[src/sv/bcu_pkg.sv]
// Shared types, codes and condition logic for the branch condition unit.
// No dependencies; imported by every module of the block.
`default_nettype none
package bcu_pkg;

  typedef enum logic [2:0] {
    ACT_BCC  = 3'd0,
    ACT_BRA  = 3'd1,
    ACT_BSR  = 3'd2,
    ACT_DBCC = 3'd3,
    ACT_JMP  = 3'd4,
    ACT_JSR  = 3'd5,
    ACT_RTS  = 3'd6,
    ACT_RTD  = 3'd7
  } action_t;

  typedef enum logic [3:0] {
    CC_T  = 4'd0,
    CC_F  = 4'd1,
    CC_HI = 4'd2,
    CC_LS = 4'd3,
    CC_CC = 4'd4,
    CC_CS = 4'd5,
    CC_NE = 4'd6,
    CC_EQ = 4'd7,
    CC_VC = 4'd8,
    CC_VS = 4'd9,
    CC_PL = 4'd10,
    CC_MI = 4'd11,
    CC_GE = 4'd12,
    CC_LT = 4'd13,
    CC_GT = 4'd14,
    CC_LE = 4'd15
  } cond_t;

  localparam int unsigned FLAG_C = 0;
  localparam int unsigned FLAG_V = 1;
  localparam int unsigned FLAG_Z = 2;
  localparam int unsigned FLAG_N = 3;

  localparam logic [7:0]  DISP_WORD = 8'h00;
  localparam logic [7:0]  DISP_LONG = 8'hFF;
  localparam logic [15:0] COUNT_END = 16'hFFFF;
  localparam logic [31:0] LONG_SIZE = 32'd4;

  typedef struct packed {
    logic [2:0]  action;
    logic [15:0] opcode;
    logic [31:0] extension;
    logic [4:0]  ccr;
    logic [31:0] pc_base;
    logic [31:0] sequential_pc;
    logic [15:0] counter_word;
    logic [31:0] stack_pointer;
    logic [31:0] jump_target;
    logic [31:0] popped_address;
  } cmd_word_t;

  typedef struct packed {
    logic [31:0] new_pc;
    logic        branch_taken;
    logic [15:0] counter_out;
    logic        counter_write;
    logic [31:0] new_sp;
    logic        push_write;
    logic [31:0] push_data;
  } res_word_t;

  function automatic logic cond_true(input logic [3:0] cc, input logic [4:0] ccr);
    logic c, v, z, n, r;
    c = ccr[FLAG_C];
    v = ccr[FLAG_V];
    z = ccr[FLAG_Z];
    n = ccr[FLAG_N];
    case (cond_t'(cc))
      CC_T:    r = 1'b1;
      CC_F:    r = 1'b0;
      CC_HI:   r = !c && !z;
      CC_LS:   r = c || z;
      CC_CC:   r = !c;
      CC_CS:   r = c;
      CC_NE:   r = !z;
      CC_EQ:   r = z;
      CC_VC:   r = !v;
      CC_VS:   r = v;
      CC_PL:   r = !n;
      CC_MI:   r = n;
      CC_GE:   r = (n == v);
      CC_LT:   r = (n != v);
      CC_GT:   r = !z && (n == v);
      CC_LE:   r = z || (n != v);
      default: r = 1'b0;
    endcase
    return r;
  endfunction

endpackage
`default_nettype wire

[src/sv/bcu_resolve.sv]
// Combinational resolution of one control instruction word into a result word.
// Depends on bcu_pkg for the word types, action codes and condition function.
`default_nettype none
module bcu_resolve (
  input  wire bcu_pkg::cmd_word_t cmd,
  output bcu_pkg::res_word_t res
);
  import bcu_pkg::*;

  logic [31:0] disp_word;
  logic [31:0] disp_byte;
  logic [31:0] disp;
  logic [31:0] target;
  logic        cond;
  logic [15:0] count_dec;
  logic [31:0] sp_up;

  assign disp_word = {{16{cmd.extension[15]}}, cmd.extension[15:0]};
  assign disp_byte = {{24{cmd.opcode[7]}}, cmd.opcode[7:0]};
  assign cond      = cond_true(cmd.opcode[11:8], cmd.ccr);
  assign count_dec = cmd.counter_word - 16'd1;
  assign sp_up     = cmd.stack_pointer + LONG_SIZE;

  always_comb begin
    if (action_t'(cmd.action) == ACT_DBCC || cmd.opcode[7:0] == DISP_WORD) begin
      disp = disp_word;
    end else if (cmd.opcode[7:0] == DISP_LONG) begin
      disp = cmd.extension;
    end else begin
      disp = disp_byte;
    end
  end

  assign target = cmd.pc_base + disp;

  always_comb begin
    res = '0;
    res.new_pc = cmd.sequential_pc;
    res.new_sp = cmd.stack_pointer;
    case (action_t'(cmd.action))
      ACT_BCC: begin
        if (cond) begin
          res.new_pc       = target;
          res.branch_taken = 1'b1;
        end
      end
      ACT_BRA: begin
        res.new_pc       = target;
        res.branch_taken = 1'b1;
      end
      ACT_BSR: begin
        res.new_pc       = target;
        res.branch_taken = 1'b1;
        res.new_sp       = cmd.stack_pointer - LONG_SIZE;
        res.push_write   = 1'b1;
        res.push_data    = cmd.sequential_pc;
      end
      ACT_DBCC: begin
        if (!cond) begin
          res.counter_out   = count_dec;
          res.counter_write = 1'b1;
          if (count_dec != COUNT_END) begin
            res.new_pc       = target;
            res.branch_taken = 1'b1;
          end
        end
      end
      ACT_JMP: begin
        res.new_pc       = cmd.jump_target;
        res.branch_taken = 1'b1;
      end
      ACT_JSR: begin
        res.new_pc       = cmd.jump_target;
        res.branch_taken = 1'b1;
        res.new_sp       = cmd.stack_pointer - LONG_SIZE;
        res.push_write   = 1'b1;
        res.push_data    = cmd.sequential_pc;
      end
      ACT_RTS: begin
        res.new_pc       = cmd.popped_address;
        res.branch_taken = 1'b1;
        res.new_sp       = sp_up;
      end
      default: begin
        res.new_pc       = cmd.popped_address;
        res.branch_taken = 1'b1;
        res.new_sp       = sp_up + disp_word;
      end
    endcase
  end

endmodule
`default_nettype wire

[src/sv/branch_condition_unit.sv]
// Branch condition unit: top level with input register and result register.
// Depends on bcu_pkg and bcu_resolve.
// Commands pass through the input register, then the result register.
// Throughput: one word per cycle unless res_ready stalls; both form a two-entry pipeline.
// Reset: synchronous, active high; clears both valid flags, payload is not reset.
`default_nettype none
module branch_condition_unit (
  input  wire                clk,
  input  wire                rst,
  input  wire                cmd_valid,
  output logic               cmd_ready,
  input  wire bcu_pkg::cmd_word_t cmd,
  output logic               res_valid,
  input  wire                res_ready,
  output bcu_pkg::res_word_t res
);
  import bcu_pkg::*;

  cmd_word_t stage_word;
  logic      stage_valid;
  res_word_t resolved;
  logic      advance;

  assign advance   = !res_valid || res_ready;
  assign cmd_ready = !stage_valid || advance;

  bcu_resolve u_resolve (
    .cmd (stage_word),
    .res (resolved)
  );

  always_ff @(posedge clk) begin
    if (rst) begin
      stage_valid <= 1'b0;
    end else if (cmd_ready) begin
      stage_valid <= cmd_valid;
    end
  end

  always_ff @(posedge clk) begin
    if (cmd_ready && cmd_valid) begin
      stage_word <= cmd;
    end
  end

  always_ff @(posedge clk) begin
    if (rst) begin
      res_valid <= 1'b0;
    end else if (advance) begin
      res_valid <= stage_valid;
    end
  end

  always_ff @(posedge clk) begin
    if (advance && stage_valid) begin
      res <= resolved;
    end
  end

endmodule
`default_nettype wire

[config.mk]
export PLATFORM = sky130hd
export DESIGN_NAME = branch_condition_unit
export DESIGN_NICKNAME = d
export VERILOG_FILES = /design/src/sv/bcu_pkg.sv /design/src/sv/bcu_resolve.sv /design/src/sv/branch_condition_unit.sv
export SDC_FILE = /design/constraint.sdc
export NUM_CORES = 1
export LEC_CHECK = 0
export CAP_MARGIN = 5
export CORE_UTILIZATION = 60
export DETAILED_ROUTE_END_ITERATION = 6
export DONT_BUFFER_PORTS = 1
export PLACE_DENSITY = 0.76
export SYNTH_ARGS = -nofsm -noshare
export SYNTH_HDL_FRONTEND = slang
export SYNTH_HIERARCHICAL = 1
export SYNTH_SLANG_ARGS = --single-unit
[constraint.sdc]
create_clock -name clk -period 6.45 [get_ports clk]
set_clock_uncertainty 0.1 [all_clocks]
set_input_delay 1.29 -clock clk [delete_from_list [all_inputs] [get_ports clk]]
set_output_delay 1.29 -clock clk [all_outputs]
set_load 0.005 [all_outputs]
# After elaboration in Yosys (flattened, before gate mapping)
# Index checks and enable logic that the tools add are counted.
# classes
n_reduce_logical	23
n_bitwise	1
n_mux	9
add_sub_neg	5
n_eq_ne	25
# op_table
cell	count
one-hot mux 33 bit (4 select lines)	1
two-way mux 33 bit	3
one-hot mux 32 bit (3 select lines)	1
adder 32 bit	2
two-way mux 32 bit	2
two-way mux 50 bit	1
adder 32 x 3 -> 32 bit (second input constant)	1
== test 4 bit (second input constant)	8
subtractor 32 x 3 -> 32 bit (second input constant)	1
== test 4 x 3 -> 1 bit (second input constant)	4
!= test 16 bit (second input constant)	1
one-hot mux 1 bit (16 select lines)	1
subtractor 16 x 1 -> 16 bit (second input constant)	1
== test 3 bit (second input constant)	3
== test 4 x 2 -> 1 bit (second input constant)	2
== test 8 bit (second input constant)	1
logical NOT 8 bit	1
OR reduction 2 bit	4
== test 3 x 2 -> 1 bit (second input constant)	2
logical NOT 1 bit	6
logical OR 1 bit	5
== test 4 x 1 -> 1 bit (second input constant)	1
logical AND 1 bit	4
logical NOT 4 bit	1
6 further kinds	6
# totals
reg_bits	344
wordCells	82
in_bits	236

# Longest topological paths before layout
# depth
depth_word	7
depth_mapped	18
depth_no_buf	15

# Hierarchy
# The synthesis kept the hierarchy.
# modules_own_cells
mod	n_inst	cells_each	area_per_inst_um2
branch_condition_unit	1	357	10523.8
bcu_resolve	1	1265	8022.7

# Worst setup path before layout
# OpenSTA, ideal clock, no wires.
# synth_path
kind	register -> register
startpoint	register stage_word[220] in the netlist's numbering
endpoint	register res[101] in the netlist's numbering (data pin)
path_slack_ns	1.982
t_required_ns	6.192
arrival_ns	4.210
path_buffers	2
path_stages_with_launch	17
setup_time_ns	0.158
path_cell_list	edfxtp_1 > or4_1 > o21ai_0 > clkbuf_1 > nor2_1 > clkbuf_1 > o22a_1 > ha_1 > fa_1 > nand3_1 > a21oi_1 > o31ai_1 > nand2_1 > a21o_1 > a311o_1 > a2111o_1 > o211ai_1
# synth_lines
item	line	source
start: declaration	branch_condition_unit.sv:19	cmd_word_t stage_word;
start signal: assignment	branch_condition_unit.sv:42	stage_word <= cmd;
end signal: assignment	branch_condition_unit.sv:56	res <= resolved;
end: declaration	branch_condition_unit.sv:15	output bcu_pkg::res_word_t res

==> summary.txt <==
Yosys
  • Syn Area/Cell: around 11 µm²
  • Net Count, Synth: between 1500 and 2000
  • Synth Instances: around 1600
  • Syn. warnings: 6
  • Mapped Area: 0.0184 mm²

Clocking
  • Clock root cell: clkbuf_16
  • Max Buffers Root-to-Sink: 3
  • Hold buffers post-CTS: 0
  • Cts repair resizes: 0
  • Clock slew at reported path FFs: roughly 60 ps
  • CTS HTree Levels: 2
  • Clk Latency, worst-skew pair: 540 ps
  • Setup Buffers After CTS: 0
  • CTS Sinks: approximately 340
  • CTS tree: built
  • CTS buffer count: 36

Worst setup path
  • CP startpoint: stage_word[68]$_DFFE_PP_
  • CP Data Arrival Time: 5420 ps
  • Crit path capture type: flop
  • Reg-to-reg slack, setup: between 1000 and 1500 ps
  • Required time worst endpoint: ~6600 ps
  • Worst R2R End: res[56]$_DFFE_PP_
  • R2R cell count: 13
  • WS Path Type: reg2reg
  • Maximum fanout along the worst path: 14
  • Reg2reg start: stage_word[68]$_DFFE_PP_
  • CP Launch Type: flop

Layout
  • Multi-input logic area: around 0.0076 mm²
  • Area growth syn-to-layout: 7.76%
  • Filler cell count: around 2200
  • Sequential Area: 0.0103 mm²
  • Share of cells above drive strength 1: 6.52%
  • # nets final: ~1900

Floorplan
  • Initial Util: between 60% and 70%
  • Die ar.: about 0.031 mm²
  • Chip Width: 177 µm
  • Die H: 177 µm
  • Core Area: ~0.030 mm²
  • Row cnt: 63
  • Top-level port count: roughly 350

Route
  • Antenna viol nets, final: 0
  • Drt drc: 0
  • 1st-pass router iterations: 5
  • Vias/cell: 6.53
  • Routed wire length: between 40000 and 50000 µm
  • Vias: 13147
  • Avg WL per Cell: about 23 µm
  • Initial drt markers: approximately 1200

Hold path
  • Hold wc startpoint: stage_valid$_SDFFE_PP0P_
  • Hold Crit Class: reg2reg
  • Worst Hold Depth: 2
  • WHS Endpoint: res_valid$_SDFFE_PP0P_

STA
  • RSZ-0062 raised after global routing: no
  • Crit path time final: 5220 ps
  • Slew Viols, Final: 0
  • Final worst setup slack: ~1200 ps
  • Fin. Hold Viols: 0
  • Final Cycle Share: between 80% and 90%
  • Setup violators final: 0
  • Fmax achieved: around 0.19 GHz
  • Least-Margin Pin Slew: between 1000 and 1500 ps
  • Slew HR: between 20% and 30%
  • Final setup TNS: 0 ps

Power
  • Leakage power: 7.10 nW
  • Power per Cell Area: between 200 and 300 mW/mm²
  • Peak supply drop: between 300 and 400 µV

Global routing
  • Initial antenna violation count: 14
  • First-pass GRT wire length: roughly 70000 µm
  • Pin count of the biggest net entering global routing: 84
  • Overall Global Routing Usage: 29.6%
  • Vias in the first global route: between 10000 and 15000
  • GR Overflow Total: 0

Place
  • Port buffer count: 0
  • Setup WS pre-CTS: between 1000 and 1500 ps
  • Estimated wirelength of the detail-placed design: ~33000 µm
  • Gpl congestion: slightly above 0.9

Outcome
  • Status: finished clean

Run
  • Max_cap viols: 0
[report_power, final]
group | internal, mW | switching (mW)
combinational | 0.302 | 0.506
sequential | 2.63 | 0.0954
clock | 1.12 | 0.860
total | 4.05 | 1.46
[flip-flops by register name, indices dropped and copies added (netlist names)]
register / flops
res: 115
stage_valid: 1
res_valid: 1
stage_word: 227
[worst max-delay path: stages, from the launching register on]
cell	delay (ps)
edfxtp_1	580
nand3_1	210
nor4_2	720
and3_1	270
xor2_1	220
ha_1	330
a21oi_1	260
nand2_1	80
a221oi_1	490
a31oi_1	260
nor4_1	800
o31ai_1	190
xor2_1	180
o221a_2	290
[layout make-up]
class                      instances  share of cell area, %
antenna                           13                  0.164
clock buffer                      41                   4.64
clock inverter                    22                  0.997
inverter                          29                  0.549
multi-input combinational       1157                   38.4
sequential                       344                   52.0
tap                              390                   2.46
timing repair buffer              17                  0.770
[cells in the final DEF (no fill, tap or decap), drive strengths merged, types with 13 or more instances in the layout]
cell type / n
a21oi: 118
nor3: 32
inv: 32
or4: 14
diode: 13
clkinv: 15
xnor2: 44
or3: 14
a211oi: 30
o21ai: 82
o211ai: 15
o21a: 13
nand2: 116
xor2: 45
and3: 15
nor2b: 27
edfxtp: 342
nor2: 145
nor4: 15
nand3: 41
a31oi: 25
and2: 48
ha: 70
mux2i: 36
buf: 17
nand2b: 19
nand4: 15
clkbuf: 41
a21o: 32
[worst max-delay path by stage]
stage | endpoint | slack, ps
detailed placement | res[56]$_DFFE_PP_ | 1450
floorplan | res[101]$_DFFE_PP_ | 1980
finish | res[56]$_DFFE_PP_ | 1230
CTS | res[56]$_DFFE_PP_ | 1410
global route | res[56]$_DFFE_PP_ | 790
global placement | res[56]$_DFFE_PP_ | 1550
[routing by layer]
layer	wire length [µm]	part of all wire (%)	global-route usage, %	vias to the layer above
li1	-	-	-	6095
met1	18100	39	37.9	6235
met2	23100	49	49.2	700
met3	3940	8.4	5.65	115
met4	1790	3.8	12.4	2
met5	9	0.019	0	-
[through the flow]
step | power, mW | instances | hold slack [ps] | utilization (%) | cell area [µm²]
finish | 5.51 | 2013 | 397 | 66.4 | 19800
floorplan | 3.34 | 1617 | 361 | - | 18400
global placement | 3.54 | 1937 | 370 | 62.5 | 18700
CTS | 5.53 | 2000 | 397 | 66.2 | 19800
global route | 5.71 | 2012 | 444 | 66.3 | 19800
detailed placement | 3.56 | 1937 | 388 | 62.5 | 18700
(Power assumes the default switching activity.)
